--- src/sv/dttf_pkg.sv ---
package dttf_pkg;

  localparam int unsigned CHAR_W  = 8;
  localparam int unsigned DIGIT_W = 4;
  localparam int unsigned VAL_W   = 54;
  localparam int unsigned STAT_W  = 2;
  localparam int unsigned SLEN_W  = 5;
  localparam int unsigned PZ_W    = 7;
  localparam int unsigned FC_W    = 7;
  localparam int unsigned NL_W    = 8;
  localparam int unsigned LEN_W   = 8;
  localparam int unsigned EXP_W   = 20;
  localparam int unsigned EV_W    = 24;
  localparam int unsigned P_W     = 22;
  localparam int unsigned K_W     = 4;
  localparam int unsigned PH_W    = 4;

  localparam int unsigned FRACTION_DIGITS = 6;
  localparam int unsigned SIG_MAX_DIGITS  = 16;
  localparam int unsigned P_MAX           = 32;

  localparam logic [PZ_W-1:0]  PZ_MAX    = 7'd127;
  localparam logic [FC_W-1:0]  FC_MAX    = 7'd127;
  localparam logic [EV_W-1:0]  EXP_LIMIT = 24'd1000000;
  localparam logic [VAL_W-1:0] RAW_MAX   = 54'd9000000000000000;

  localparam logic [CHAR_W-1:0] CH_ZERO  = 8'h30;
  localparam logic [CHAR_W-1:0] CH_NINE  = 8'h39;
  localparam logic [CHAR_W-1:0] CH_MINUS = 8'h2D;
  localparam logic [CHAR_W-1:0] CH_PLUS  = 8'h2B;
  localparam logic [CHAR_W-1:0] CH_DOT   = 8'h2E;
  localparam logic [CHAR_W-1:0] CH_E_LO  = 8'h65;
  localparam logic [CHAR_W-1:0] CH_E_UP  = 8'h45;

  localparam logic [PH_W-1:0] PH_START = 4'd0;
  localparam logic [PH_W-1:0] PH_SIGN  = 4'd1;
  localparam logic [PH_W-1:0] PH_ZERO  = 4'd2;
  localparam logic [PH_W-1:0] PH_INT   = 4'd3;
  localparam logic [PH_W-1:0] PH_DOT   = 4'd4;
  localparam logic [PH_W-1:0] PH_FRAC  = 4'd5;
  localparam logic [PH_W-1:0] PH_EMARK = 4'd6;
  localparam logic [PH_W-1:0] PH_ESIGN = 4'd7;
  localparam logic [PH_W-1:0] PH_EDIG  = 4'd8;
  localparam logic [PH_W-1:0] PH_ERR   = 4'd9;

  localparam logic [STAT_W-1:0] ST_OK      = 2'd0;
  localparam logic [STAT_W-1:0] ST_GRAMMAR = 2'd1;
  localparam logic [STAT_W-1:0] ST_RANGE   = 2'd2;
  localparam logic [STAT_W-1:0] ST_SCALE   = 2'd3;

  // scale by ten to the k: one stage per bit of k, bit 3 split in two
  localparam int unsigned NUM_SCALE = 5;
  localparam logic [1:0] SCALE_BIT [NUM_SCALE] = '{2'd0, 2'd1, 2'd2, 2'd3, 2'd3};
  localparam logic [VAL_W-1:0] SCALE_MUL [NUM_SCALE] =
    '{54'd10, 54'd100, 54'd10000, 54'd10000, 54'd10000};

  typedef struct packed {
    logic              bad;
    logic              minus;
    logic              nz;
    logic              sat;
    logic [VAL_W-1:0]  sig;
    logic [PZ_W-1:0]   tz;
    logic [LEN_W-1:0]  len;
    logic [FC_W-1:0]   frac_cnt;
    logic [EXP_W-1:0]  exp_mag;
    logic              exp_minus;
  } snap_t;

  typedef struct packed {
    logic [STAT_W-1:0] status;
    logic [VAL_W-1:0]  mag;
    logic [K_W-1:0]    k;
    logic              minus;
  } item_t;

endpackage

--- src/sv/decimal_text_to_fixed_parser_top.sv ---
// channel | signals                                   | beat
// --------+-------------------------------------------+--------------------------------
// in      | in_valid_i, in_ready_o, char_code_i,      | one character, last one flagged
//         | last_char_i                               |
// out     | out_valid_o, out_ready_i, status_o,       | one result per flagged string
//         | fixed_value_o                             |
//
// One character is taken per cycle while in_ready_o is high; the string state updates in the cycle it arrives.
// The result of a string reaches the output register through a snapshot stage,
// a check stage and five scale-by-power-of-ten stages.
// Reset clears the string state and all stage valids; no clearing pass is needed.
// A stalled output holds its stage; earlier stages keep filling until the snapshot
// stage is full, and only then in_ready_o drops.
module decimal_text_to_fixed_parser_top
  import dttf_pkg::*;
#(
  parameter int unsigned MAX_CHARS = 64
) (
  input  logic                     clk_i,
  input  logic                     rst_ni,
  input  logic                     in_valid_i,
  output logic                     in_ready_o,
  input  logic [CHAR_W-1:0]        char_code_i,
  input  logic                     last_char_i,
  output logic                     out_valid_o,
  input  logic                     out_ready_i,
  output logic [STAT_W-1:0]        status_o,
  output logic signed [VAL_W-1:0]  fixed_value_o
);

  localparam int unsigned CNT_W = $clog2(MAX_CHARS + 2);

  logic [PH_W-1:0]   phase_q, phase_d;
  logic              minus_q, minus_d;
  logic [VAL_W-1:0]  sig_q, sig_d;
  logic [VAL_W-1:0]  full_q, full_d;
  logic              sat_q, sat_d;
  logic [PZ_W-1:0]   pz_q, pz_d;
  logic [SLEN_W-1:0] slen_q, slen_d;
  logic [FC_W-1:0]   fc_q, fc_d;
  logic [EXP_W-1:0]  exp_q, exp_d;
  logic              emin_q, emin_d;
  logic [CNT_W-1:0]  cnt_q, cnt_d;
  logic              nz_q, nz_d;

  logic              in_acc;
  logic              is_dig, is_emark;
  logic [DIGIT_W-1:0] digit;
  logic              take_sig, take_exp, frac_inc, set_minus, set_esign;
  logic [VAL_W-1:0]  full_x10;
  logic [NL_W-1:0]   nl;
  logic [EV_W-1:0]   ev;
  logic              phase_final;

  snap_t snap_q, snap_d;
  logic  snap_vld_q, snap_rdy;

  item_t                pipe_q [NUM_SCALE+1];
  item_t                pipe_d [NUM_SCALE+1];
  logic [NUM_SCALE:0]   pipe_vld_q, pipe_rdy;

  logic [P_W-1:0]    exp_s, p_val, tzp, lenp;

  logic              out_vld_q, out_rdy;
  logic [STAT_W-1:0] status_q, status_d;
  logic [VAL_W-1:0]  value_q, value_d;
  logic              range_bad;

  assign in_acc = in_valid_i && in_ready_o;

  always_comb begin
    is_dig    = (char_code_i >= CH_ZERO) && (char_code_i <= CH_NINE);
    is_emark  = (char_code_i == CH_E_LO) || (char_code_i == CH_E_UP);
    digit     = char_code_i[DIGIT_W-1:0];
    take_sig  = 1'b0;
    take_exp  = 1'b0;
    frac_inc  = 1'b0;
    set_minus = 1'b0;
    set_esign = 1'b0;
    phase_d   = PH_ERR;
    unique case (phase_q) inside
      PH_START, PH_SIGN: begin
        if (phase_q == PH_START && char_code_i == CH_MINUS) begin
          set_minus = 1'b1;
          phase_d   = PH_SIGN;
        end else if (char_code_i == CH_ZERO) begin
          phase_d = PH_ZERO;
        end else if (is_dig) begin
          take_sig = 1'b1;
          phase_d  = PH_INT;
        end
      end
      PH_ZERO, PH_INT: begin
        if (phase_q == PH_INT && is_dig) begin
          take_sig = 1'b1;
          phase_d  = PH_INT;
        end else if (char_code_i == CH_DOT) begin
          phase_d = PH_DOT;
        end else if (is_emark) begin
          phase_d = PH_EMARK;
        end
      end
      PH_DOT, PH_FRAC: begin
        if (is_dig) begin
          take_sig = 1'b1;
          frac_inc = 1'b1;
          phase_d  = PH_FRAC;
        end else if (phase_q == PH_FRAC && is_emark) begin
          phase_d = PH_EMARK;
        end
      end
      PH_EMARK: begin
        if (char_code_i == CH_PLUS || char_code_i == CH_MINUS) begin
          set_esign = 1'b1;
          phase_d   = PH_ESIGN;
        end else if (is_dig) begin
          take_exp = 1'b1;
          phase_d  = PH_EDIG;
        end
      end
      PH_ESIGN, PH_EDIG: begin
        if (is_dig) begin
          take_exp = 1'b1;
          phase_d  = PH_EDIG;
        end
      end
      default: phase_d = PH_ERR;
    endcase
  end

  // full_q holds the significand with its pending trailing zeros; it is exact
  // while the digit count stays within the significand limit
  always_comb begin
    minus_d  = minus_q | set_minus;
    emin_d   = set_esign ? (char_code_i == CH_MINUS) : emin_q;
    fc_d     = (frac_inc && fc_q != FC_MAX) ? fc_q + FC_W'(1) : fc_q;
    cnt_d    = (cnt_q <= CNT_W'(MAX_CHARS)) ? cnt_q + CNT_W'(1) : cnt_q;
    full_x10 = (full_q << 3) + (full_q << 1) + VAL_W'(digit);
    nl       = NL_W'(slen_q) + NL_W'(pz_q) + NL_W'(1);
    ev       = (EV_W'(exp_q) << 3) + (EV_W'(exp_q) << 1) + EV_W'(digit);
    exp_d    = exp_q;
    if (take_exp) begin
      exp_d = (ev > EXP_LIMIT) ? EXP_LIMIT[EXP_W-1:0] : ev[EXP_W-1:0];
    end
    nz_d   = nz_q;
    full_d = full_q;
    sig_d  = sig_q;
    slen_d = slen_q;
    sat_d  = sat_q;
    pz_d   = pz_q;
    if (take_sig && (nz_q || digit != '0)) begin
      nz_d   = 1'b1;
      full_d = full_x10;
      if (digit == '0) begin
        pz_d = (pz_q != PZ_MAX) ? pz_q + PZ_W'(1) : pz_q;
      end else begin
        if (!sat_q) begin
          if (nl > NL_W'(SIG_MAX_DIGITS)) begin
            sat_d = 1'b1;
          end else begin
            sig_d  = full_x10;
            slen_d = nl[SLEN_W-1:0];
          end
        end
        pz_d = '0;
      end
    end
    phase_final = (phase_d == PH_ZERO) || (phase_d == PH_INT) ||
                  (phase_d == PH_FRAC) || (phase_d == PH_EDIG);
    snap_d.bad       = (cnt_d > CNT_W'(MAX_CHARS)) || !phase_final;
    snap_d.minus     = minus_d;
    snap_d.nz        = nz_d;
    snap_d.sat       = sat_d;
    snap_d.sig       = sig_d;
    snap_d.tz        = pz_d;
    snap_d.len       = LEN_W'(slen_d) + LEN_W'(pz_d);
    snap_d.frac_cnt  = fc_d;
    snap_d.exp_mag   = exp_d;
    snap_d.exp_minus = emin_d;
  end

  always_ff @(posedge clk_i or negedge rst_ni) begin
    if (!rst_ni) begin
      phase_q <= PH_START;
      minus_q <= 1'b0;
      sig_q   <= '0;
      full_q  <= '0;
      sat_q   <= 1'b0;
      pz_q    <= '0;
      slen_q  <= '0;
      fc_q    <= '0;
      exp_q   <= '0;
      emin_q  <= 1'b0;
      cnt_q   <= '0;
      nz_q    <= 1'b0;
    end else if (in_acc) begin
      if (last_char_i) begin
        phase_q <= PH_START;
        minus_q <= 1'b0;
        sig_q   <= '0;
        full_q  <= '0;
        sat_q   <= 1'b0;
        pz_q    <= '0;
        slen_q  <= '0;
        fc_q    <= '0;
        exp_q   <= '0;
        emin_q  <= 1'b0;
        cnt_q   <= '0;
        nz_q    <= 1'b0;
      end else begin
        phase_q <= phase_d;
        minus_q <= minus_d;
        sig_q   <= sig_d;
        full_q  <= full_d;
        sat_q   <= sat_d;
        pz_q    <= pz_d;
        slen_q  <= slen_d;
        fc_q    <= fc_d;
        exp_q   <= exp_d;
        emin_q  <= emin_d;
        cnt_q   <= cnt_d;
        nz_q    <= nz_d;
      end
    end
  end

  // check stage: p = exponent - fraction digits + FRACTION_DIGITS, k = tz + p
  always_comb begin
    exp_s = P_W'(snap_q.exp_mag);
    if (snap_q.exp_minus) begin
      exp_s = -exp_s;
    end
    p_val = exp_s - P_W'(snap_q.frac_cnt) + P_W'(FRACTION_DIGITS);
    tzp   = P_W'(snap_q.tz) + p_val;
    lenp  = P_W'(snap_q.len) + p_val;
    pipe_d[0].mag   = snap_q.sig;
    pipe_d[0].minus = snap_q.minus;
    pipe_d[0].k     = tzp[K_W-1:0];
    if (snap_q.bad) begin
      pipe_d[0].status = ST_GRAMMAR;
    end else if (!snap_q.nz) begin
      pipe_d[0].status = snap_q.minus ? ST_GRAMMAR : ST_OK;
    end else if (p_val[P_W-1] && tzp[P_W-1]) begin
      pipe_d[0].status = ST_SCALE;
    end else if (snap_q.sat ||
                 (!p_val[P_W-1] && p_val > P_W'(P_MAX)) ||
                 (!lenp[P_W-1] && lenp > P_W'(SIG_MAX_DIGITS))) begin
      pipe_d[0].status = ST_RANGE;
    end else begin
      pipe_d[0].status = ST_OK;
    end
    for (int i = 0; i < NUM_SCALE; i++) begin
      pipe_d[i+1] = pipe_q[i];
      if (pipe_q[i].k[SCALE_BIT[i]]) begin
        pipe_d[i+1].mag = VAL_W'(pipe_q[i].mag * SCALE_MUL[i]);
      end
    end
  end

  always_comb begin
    range_bad = (pipe_q[NUM_SCALE].status == ST_OK) && (pipe_q[NUM_SCALE].mag > RAW_MAX);
    status_d  = range_bad ? ST_RANGE : pipe_q[NUM_SCALE].status;
    if (status_d != ST_OK) begin
      value_d = '0;
    end else if (pipe_q[NUM_SCALE].minus) begin
      value_d = -pipe_q[NUM_SCALE].mag;
    end else begin
      value_d = pipe_q[NUM_SCALE].mag;
    end
  end

  always_comb begin
    out_rdy             = !out_vld_q || out_ready_i;
    pipe_rdy[NUM_SCALE] = !pipe_vld_q[NUM_SCALE] || out_rdy;
    for (int i = NUM_SCALE - 1; i >= 0; i--) begin
      pipe_rdy[i] = !pipe_vld_q[i] || pipe_rdy[i+1];
    end
    snap_rdy = !snap_vld_q || pipe_rdy[0];
  end

  assign in_ready_o = snap_rdy;

  always_ff @(posedge clk_i or negedge rst_ni) begin
    if (!rst_ni) begin
      snap_vld_q <= 1'b0;
      pipe_vld_q <= '0;
      out_vld_q  <= 1'b0;
    end else begin
      if (snap_rdy) begin
        snap_vld_q <= in_acc && last_char_i;
      end
      if (pipe_rdy[0]) begin
        pipe_vld_q[0] <= snap_vld_q;
      end
      for (int i = 0; i < NUM_SCALE; i++) begin
        if (pipe_rdy[i+1]) begin
          pipe_vld_q[i+1] <= pipe_vld_q[i];
        end
      end
      if (out_rdy) begin
        out_vld_q <= pipe_vld_q[NUM_SCALE];
      end
    end
  end

  always_ff @(posedge clk_i) begin
    if (snap_rdy) begin
      snap_q <= snap_d;
    end
    for (int i = 0; i <= NUM_SCALE; i++) begin
      if (pipe_rdy[i]) begin
        pipe_q[i] <= pipe_d[i];
      end
    end
    if (out_rdy) begin
      status_q <= status_d;
      value_q  <= value_d;
    end
  end

  assign out_valid_o   = out_vld_q;
  assign status_o      = status_q;
  assign fixed_value_o = $signed(value_q);

`ifndef ASSERT_OFF
  a_err_zero: assert property (@(posedge clk_i) disable iff (!rst_ni)
    out_valid_o && status_o != ST_OK |-> fixed_value_o == '0)
    else $error("error result carries a nonzero value");

  a_ok_bound: assert property (@(posedge clk_i) disable iff (!rst_ni)
    out_valid_o && status_o == ST_OK |->
      ((fixed_value_o[VAL_W-1] ? VAL_W'(-value_q) : value_q) <= RAW_MAX))
    else $error("ok result exceeds the magnitude limit");

  a_clear_after_last: assert property (@(posedge clk_i) disable iff (!rst_ni)
    in_acc && last_char_i |=> cnt_q == '0 && phase_q == PH_START && !nz_q)
    else $error("string state not cleared after final character");

  a_snap_load: assert property (@(posedge clk_i) disable iff (!rst_ni)
    in_acc && last_char_i |=> snap_vld_q)
    else $error("final character did not load the snapshot stage");

  a_sig_len: assert property (@(posedge clk_i) disable iff (!rst_ni)
    slen_q <= SLEN_W'(SIG_MAX_DIGITS))
    else $error("significand digit count over limit");
`endif

endmodule
--- config.mk ---
export PLATFORM = sky130hd
export DESIGN_NAME = decimal_text_to_fixed_parser_top
export DESIGN_NICKNAME = d
export VERILOG_FILES = /design/src/sv/dttf_pkg.sv /design/src/sv/decimal_text_to_fixed_parser_top.sv
export SDC_FILE = /design/constraint.sdc
export NUM_CORES = 2
export LEC_CHECK = 0
export ABC_CLOCK_PERIOD_IN_PS = 7700
export BUFFER_PORTS_ARGS = -buffer_cell sky130_fd_sc_hd__buf_4
export CAP_MARGIN = 10
export CORE_ASPECT_RATIO = 1.25
export CORE_MARGIN = 3
export CORE_UTILIZATION = 60
export CTS_BUF_LIST = sky130_fd_sc_hd__clkbuf_16
export DETAILED_ROUTE_END_ITERATION = 12
export PLACE_DENSITY = 0.76
export REMOVE_ABC_BUFFERS = 1
export SYNTH_ARGS = -nofsm -noshare
export SYNTH_HDL_FRONTEND = slang
export SYNTH_SLANG_ARGS = --single-unit
--- constraint.sdc ---
create_clock -name clk_i -period 7.7 [get_ports clk_i]
set_input_delay 1.155 -clock clk_i [delete_from_list [all_inputs] [get_ports clk_i]]
set_output_delay 1.155 -clock clk_i [all_outputs]
set_load 0.01 [all_outputs]
After elaboration in Yosys (flattened, before gate mapping):

Memories as Yosys holds them, arrays and structs flattened.
Cells that the tools add are included.

* add/subtract/negate cells: 16
* multiply operators: 5
* magnitude comparators: 9
* equal/unequal tests: 20
* multiplexer cells: 82
* bitwise operators: 1
* reduce and logical (&&, ||, !) cells: 51

Operators by type and width (number)
* two-way mux 54 bit: 11
* multiplier 54 x 10 -> 50 bit, second input constant: 3
* two-way mux 53 bit: 2
* two-way mux 20 bit: 3
* two-way mux 7 bit: 8
* adder 54 x 4 -> 54 bit: 1
* adder 54 bit: 1
* greater-than comparator 54 x 53 -> 1 bit, second input constant: 1
* multiplier 54 x 3 -> 53 bit, second input constant: 1
* multiplier 54 x 5 -> 52 bit, second input constant: 1
* negation 54 bit: 1
* two-way mux 4 bit: 10
* two-way mux 1 bit: 34
* == test 8 x 6 -> 1 bit, second input constant: 4
* two-way mux 5 bit: 5
* adder 23 x 21 -> 24 bit: 1
* adder 24 x 4 -> 24 bit: 1
* greater-than comparator 24 x 20 -> 1 bit, second input constant: 1
* adder 22 x 3 -> 22 bit, second input constant: 1
* adder 7 x 22 -> 22 bit: 1
* adder 8 x 22 -> 22 bit: 1
* greater-than comparator 22 x 5 -> 1 bit, second input constant: 1
* greater-than comparator 22 x 6 -> 1 bit, second input constant: 1
* two-way mux 22 bit: 1
* other kinds (30): 89

* flip-flop bits (word level): 326
* bits in writable memories: 366
* input bits: 13
* word-level logic and storage cells: 217
* memories kept: 1

Memory list
* pipe_q: depth 6, width 61, rd ports 6, clocked after Yosys merged registers in 0, write ports 6, RTL line decimal_text_to_fixed_parser_top.sv:58 `item_t pipe_q [NUM_SCALE+1];`

Logic depth before layout (Yosys ltp):

* depth after elaboration: 12
* mapped depth: 23
* gate-level depth less buffers: 22

Least setup slack after synthesis:

No wires, ideal clock.

* kind: in2reg
* from: in out_ready_i
* to: reg full_q[10]
* setup time: 0.066 ns
* arrival time: 7.811 ns
* setup slack: -0.178 ns
* stages on the path: 11
* buffers on the path: 2
* cell sequence: nor2b_1 -> and2_1 -> and3_1 -> nand3_1 -> inv_1 -> nand3_1 -> and2_1 -> clkbuf_1 -> o21ai_1 -> clkbuf_1 -> a22o_1

* cells in the longest elaborated chain, start to end: 10

Ends and longest elaborated chain
* start: declaration: RTL line decimal_text_to_fixed_parser_top.sv:26 `input logic out_ready_i,`
* logical OR 1 bit: RTL line decimal_text_to_fixed_parser_top.sv:273 `out_rdy = !out_vld_q || out_ready_i;`
* logical OR 1 bit: RTL line decimal_text_to_fixed_parser_top.sv:274 `pipe_rdy[NUM_SCALE] = !pipe_vld_q[NUM_SCALE] || out_rdy;`
* logical OR 1 bit (4 in series): RTL line decimal_text_to_fixed_parser_top.sv:276 `pipe_rdy[i] = !pipe_vld_q[i] || pipe_rdy[i+1];`
* named net pipe_rdy[1]: RTL line decimal_text_to_fixed_parser_top.sv:60 `logic [NUM_SCALE:0] pipe_vld_q, pipe_rdy;`
* logical OR 1 bit: RTL line decimal_text_to_fixed_parser_top.sv:276
* logical OR 1 bit: RTL line decimal_text_to_fixed_parser_top.sv:278 `snap_rdy = !snap_vld_q || pipe_rdy[0];`
* named net in_ready_o: RTL line decimal_text_to_fixed_parser_top.sv:22 `output logic in_ready_o,`
* logical AND 1 bit: RTL line decimal_text_to_fixed_parser_top.sv:69 `assign in_acc = in_valid_i && in_ready_o;`
* AND reduction 2 bit (no source line)
* end signal: assignment: RTL line decimal_text_to_fixed_parser_top.sv:214 `full_q <= full_d;`
* end: declaration: RTL line decimal_text_to_fixed_parser_top.sv:36 `logic [VAL_W-1:0] full_q, full_d;`

The timed path passes the listed nets, and every way through them passes these cells.
A chain may end at the register's enable or synchronous reset.

==> impl_results.md <==
- Crit path required time: 8.11 ns
- Critical Path End Type: flop
- CP dominant cell by count: inv_1
- Status: completed
- Clock tree root driver cell: clkbuf_16
- Lkg Pwr: 36.7 nW
- H-tree lvl count: 3
- Comb power frac: 43.7%
- CP max stage cell: edfxtp_1
- Maximum VDD drop: 0.000247 V
- Max Clk Rate: 0.150 GHz
- Share of cells above drive strength 1: 6.01%
- Gate Count Post-Synth: 6,778
- Number of remaining DRC errors: 0
- Sequential share of power: 31.1%
- RSZ-0062 raised after global routing: false
- I/O Buffers: 70
- Die height: 375 um
- Clock power share: 25.2%
- Final Max Tran Viols: 0
- Initial core utilization: 60.8%
- Sw power: 0.00580 W
- Dpl ws: 1.08 ns
- Largest net degree at the start of global routing: 131
- EDFF count, synth: 510
- Crit-path max cell delay: 0.53 ns
- Switching Share: 39.0%
- Clock tree sinks: 679
- Critical Path Fanout Max: 6
- PnR worst setup slack: 1.04 ns
- Fin crit share: 86.4%
- Synth Cell Area: 0.0653 sq mm
- Nets: 8,081
- Unique cell type count in the Yosys netlist: 95
- Worst-path clk slew: 0.06 ns
- Register area share after synthesis: 29.9%
- Setup crit start kind: flop
- Initial antenna violation count: 1
- Tightest Hold Check Type: flop to flop
- Leading cell type in the layout, fill and taps excluded: inv_1
- Global-route wire length before repair: 230 mm
- Remaining global-route overflow: 0
- Die Area: 0.113 sq mm
- Fillers: 8,432
- Vias/cell: 5.60
- Top FF cell, synth: edfxtp_1
- Max clock buf depth: 3
- Yosys warning total: 0
- Cell Pwr Density: 213 mW/mm^2
- All-Layer GR Usage: 24.4%
- Core area: 0.107 sq mm
- Drt pass-1 iters: 6
- Post-CTS Resized: 0
- GPL Wtd Cong: 0.890
- Die Wd: 301 um
- Int Power: 0.00906 W
- Relative slew slack: 20.3%
- Placed Cells: 8,146
- CTS tree: built
- Min Tclk post-route: 6.66 ns
- Synthesized flop and latch total: 679
- Crit Path Category: flop to flop
- DRT iter0 DRCs: 2,274
- Critical Path AT: 7.06 ns
- Placed instance area: 0.0673 sq mm
- Hold_buf cts: 0
- Worst-Skew Late Latency: 0.67 ns
- Number of post-CTS setup repair buffers: 0
- Setup Skew: 0.0369 ns
- Syn_area_per_cell: 9.63 sq um
- Post-route cell area: 0.0698 sq mm
- Async SR Flop Fraction: 24.9%
- CTS buffer count: 75
- Layout Cells excl Fill: 8,286
- WL/cell: 16.0 um
- Critical-path cell list: fa_1 -> ha_1 -> inv_1 -> fa_1 -> inv_1 -> ha_1 -> inv_1 -> fa_1 -> inv_1 -> ha_1 -> a211oi_1 -> o211ai_1 -> a31o_2 -> a221o_1 -> o41ai_1 -> a21oi_1 -> a211o_1 -> a21o_1 -> a221oi_1 -> o21ai_0 -> xor2_1 -> mux2_2
- Via count of the first global-routing pass: 49,000
- Setup violations, final: 0
- ANT nets after route: 0
- # IOs: 71
- HPWL after detailed placement: 107 mm
- Final hold viol count: 0
- Max Cap Viol: 0
- Area growth syn-to-layout: 7.02%
- Worst Tran Pin Value: 1.20 ns
- Commonest cells after routing, fill and taps aside: 1,555 x inv_1, 845 x ha_1, 510 x edfxtp_1
- Routed vias: 46,400
- Drt total wl: 133 mm
- Site row count: 134
## per-layer routing
layer	GRT usage, %	wire length [um]	part of all wire (%)
met5	0	0	0
met4	8.52	4310	3.2
met3	2.19	4280	3.2
met2	46.4	70200	53
met1	28.5	53900	41
## state kept, by name, summed over array words and instances (netlist names), 2 cells and up
signal / flops
pz_q: 7
snap_q: 46
slen_q: 5
fc_q: 7
full_q: 53
pipe_vld_q: 6
cnt_q: 7
sig_q: 54
pipe_q: 353
pipe_d: 55
exp_q: 20
phase_q: 4
status_o: 2
fixed_value_o: 54
## worst max-delay path, delay by kind of cell, from the launching register on
family          cells  cell delay [ns]
flops               1             0.53
fa+ha+maj           6             2.44
buf+inv             4             0.18
mux                 1             0.27
compound gates     10             2.85
xor+xnor            1             0.16
## cells in the mapped netlist, drive strengths merged, types with 25 or more instances
master | instances | area [sq um]
xnor2 | 240 | 2100
edfxtp | 510 | 15300
ha | 845 | 10600
nand3 | 82 | 410
o211ai | 25 | 201
o21ai | 354 | 1770
nand4 | 37 | 246
a21o | 201 | 1510
a211oi | 36 | 270
nand2 | 354 | 1330
o21bai | 51 | 383
a22o | 127 | 1110
inv | 1544 | 5800
o21a | 33 | 248
a31oi | 60 | 375
nor2 | 275 | 1040
and3 | 46 | 293
xor2 | 169 | 1480
nor2b | 62 | 388
fa | 428 | 8570
nand2b | 54 | 345
a21oi | 338 | 1690
mux2i | 29 | 290
mux2 | 125 | 1410
nor3 | 73 | 382
clkbuf | 141 | 529
o31ai | 30 | 240
dfrtp | 169 | 4230
## cells by family after synthesis
kind of cell | after synthesis | synth area share [%]
buffers and inverters | 1704 | 9.80
XOR/XNOR | 409 | 5.49
AO/OA/AOI/OAI | 1418 | 14.2
AND/OR/NAND/NOR | 1141 | 8.64
multiplexers | 154 | 2.60
adder cells (fa/ha/maj) | 1273 | 29.3
flip-flops | 679 | 29.9
## through the flow
step | TNS [ns] | utilization [%] | hold slack, ns | total power [W]
after floorplan | -360.62 | - | 0.400 | 0.00973
after global placement | 0 | 62.7 | 0.400 | 0.0110
after detailed placement | 0 | 62.7 | 0.405 | 0.0112
after CTS | 0 | 65.1 | 0.379 | 0.0150
after global routing | 0 | 65.1 | 0.420 | 0.0162
final | 0 | 65.1 | 0.400 | 0.0149
## area by class of cell
| type | count | area [sq um] | area share [%] |
|---|---|---|---|
| Inverter | 1545 | 5800 | 8.30 |
| Sequential cell | 679 | 19500 | 28.0 |
| Clock buffer | 76 | 1900 | 2.72 |
| Antenna cell | 1 | 2.50 | 0.00358 |
| Timing Repair Buffer | 99 | 759 | 1.09 |
| Multi-Input combinational cell | 4395 | 39400 | 56.4 |
| Clock inverter | 63 | 678 | 0.971 |
| Tap cell | 1428 | 1790 | 2.56 |
## power groups by stage
| stage | sequential [W] | combinational, W | clock [W] |
|---|---|---|---|
| 2_1_floorplan | 0.00460 | 0.00513 | 0 |
| 3_3_place_gp | 0.00468 | 0.00628 | 0 |
| 3_5_place_dp | 0.00470 | 0.00646 | 0 |
| 4_1_cts | 0.00463 | 0.00651 | 0.00383 |
| 5_1_grt | 0.00467 | 0.00755 | 0.00397 |
| 6_report | 0.00462 | 0.00648 | 0.00375 |
## path summary, 6_finish.rpt
| kind | slack [ns] | startpoint | to | depth (start not counted) |
|---|---|---|---|---|
| min in group asynchronous | 0.42 | rst_ni | pipe_vld_q[3]$_DFFE_PN0P_ | 1 |
| worst max register to register | 1.04 | pipe_q[2][23]$_DFFE_PP_ | pipe_q[3][56]$_DFFE_PP_ | 22 |
| worst min-delay path | 0.40 | pipe_d[361]$_DFFE_PN_ | pipe_q[0][56]$_DFFE_PP_ | 0 |
| max in group asynchronous | 6.08 | rst_ni | sig_q[4]$_DFFE_PN0P_ | 2 |
| worst max-delay path | 1.04 | pipe_q[2][23]$_DFFE_PP_ | pipe_q[3][56]$_DFFE_PP_ | 22 |
| worst min register to register | 0.40 | pipe_d[361]$_DFFE_PN_ | pipe_q[0][56]$_DFFE_PP_ | 0 |
No activity file was read; power rests on OpenSTA's default activity.
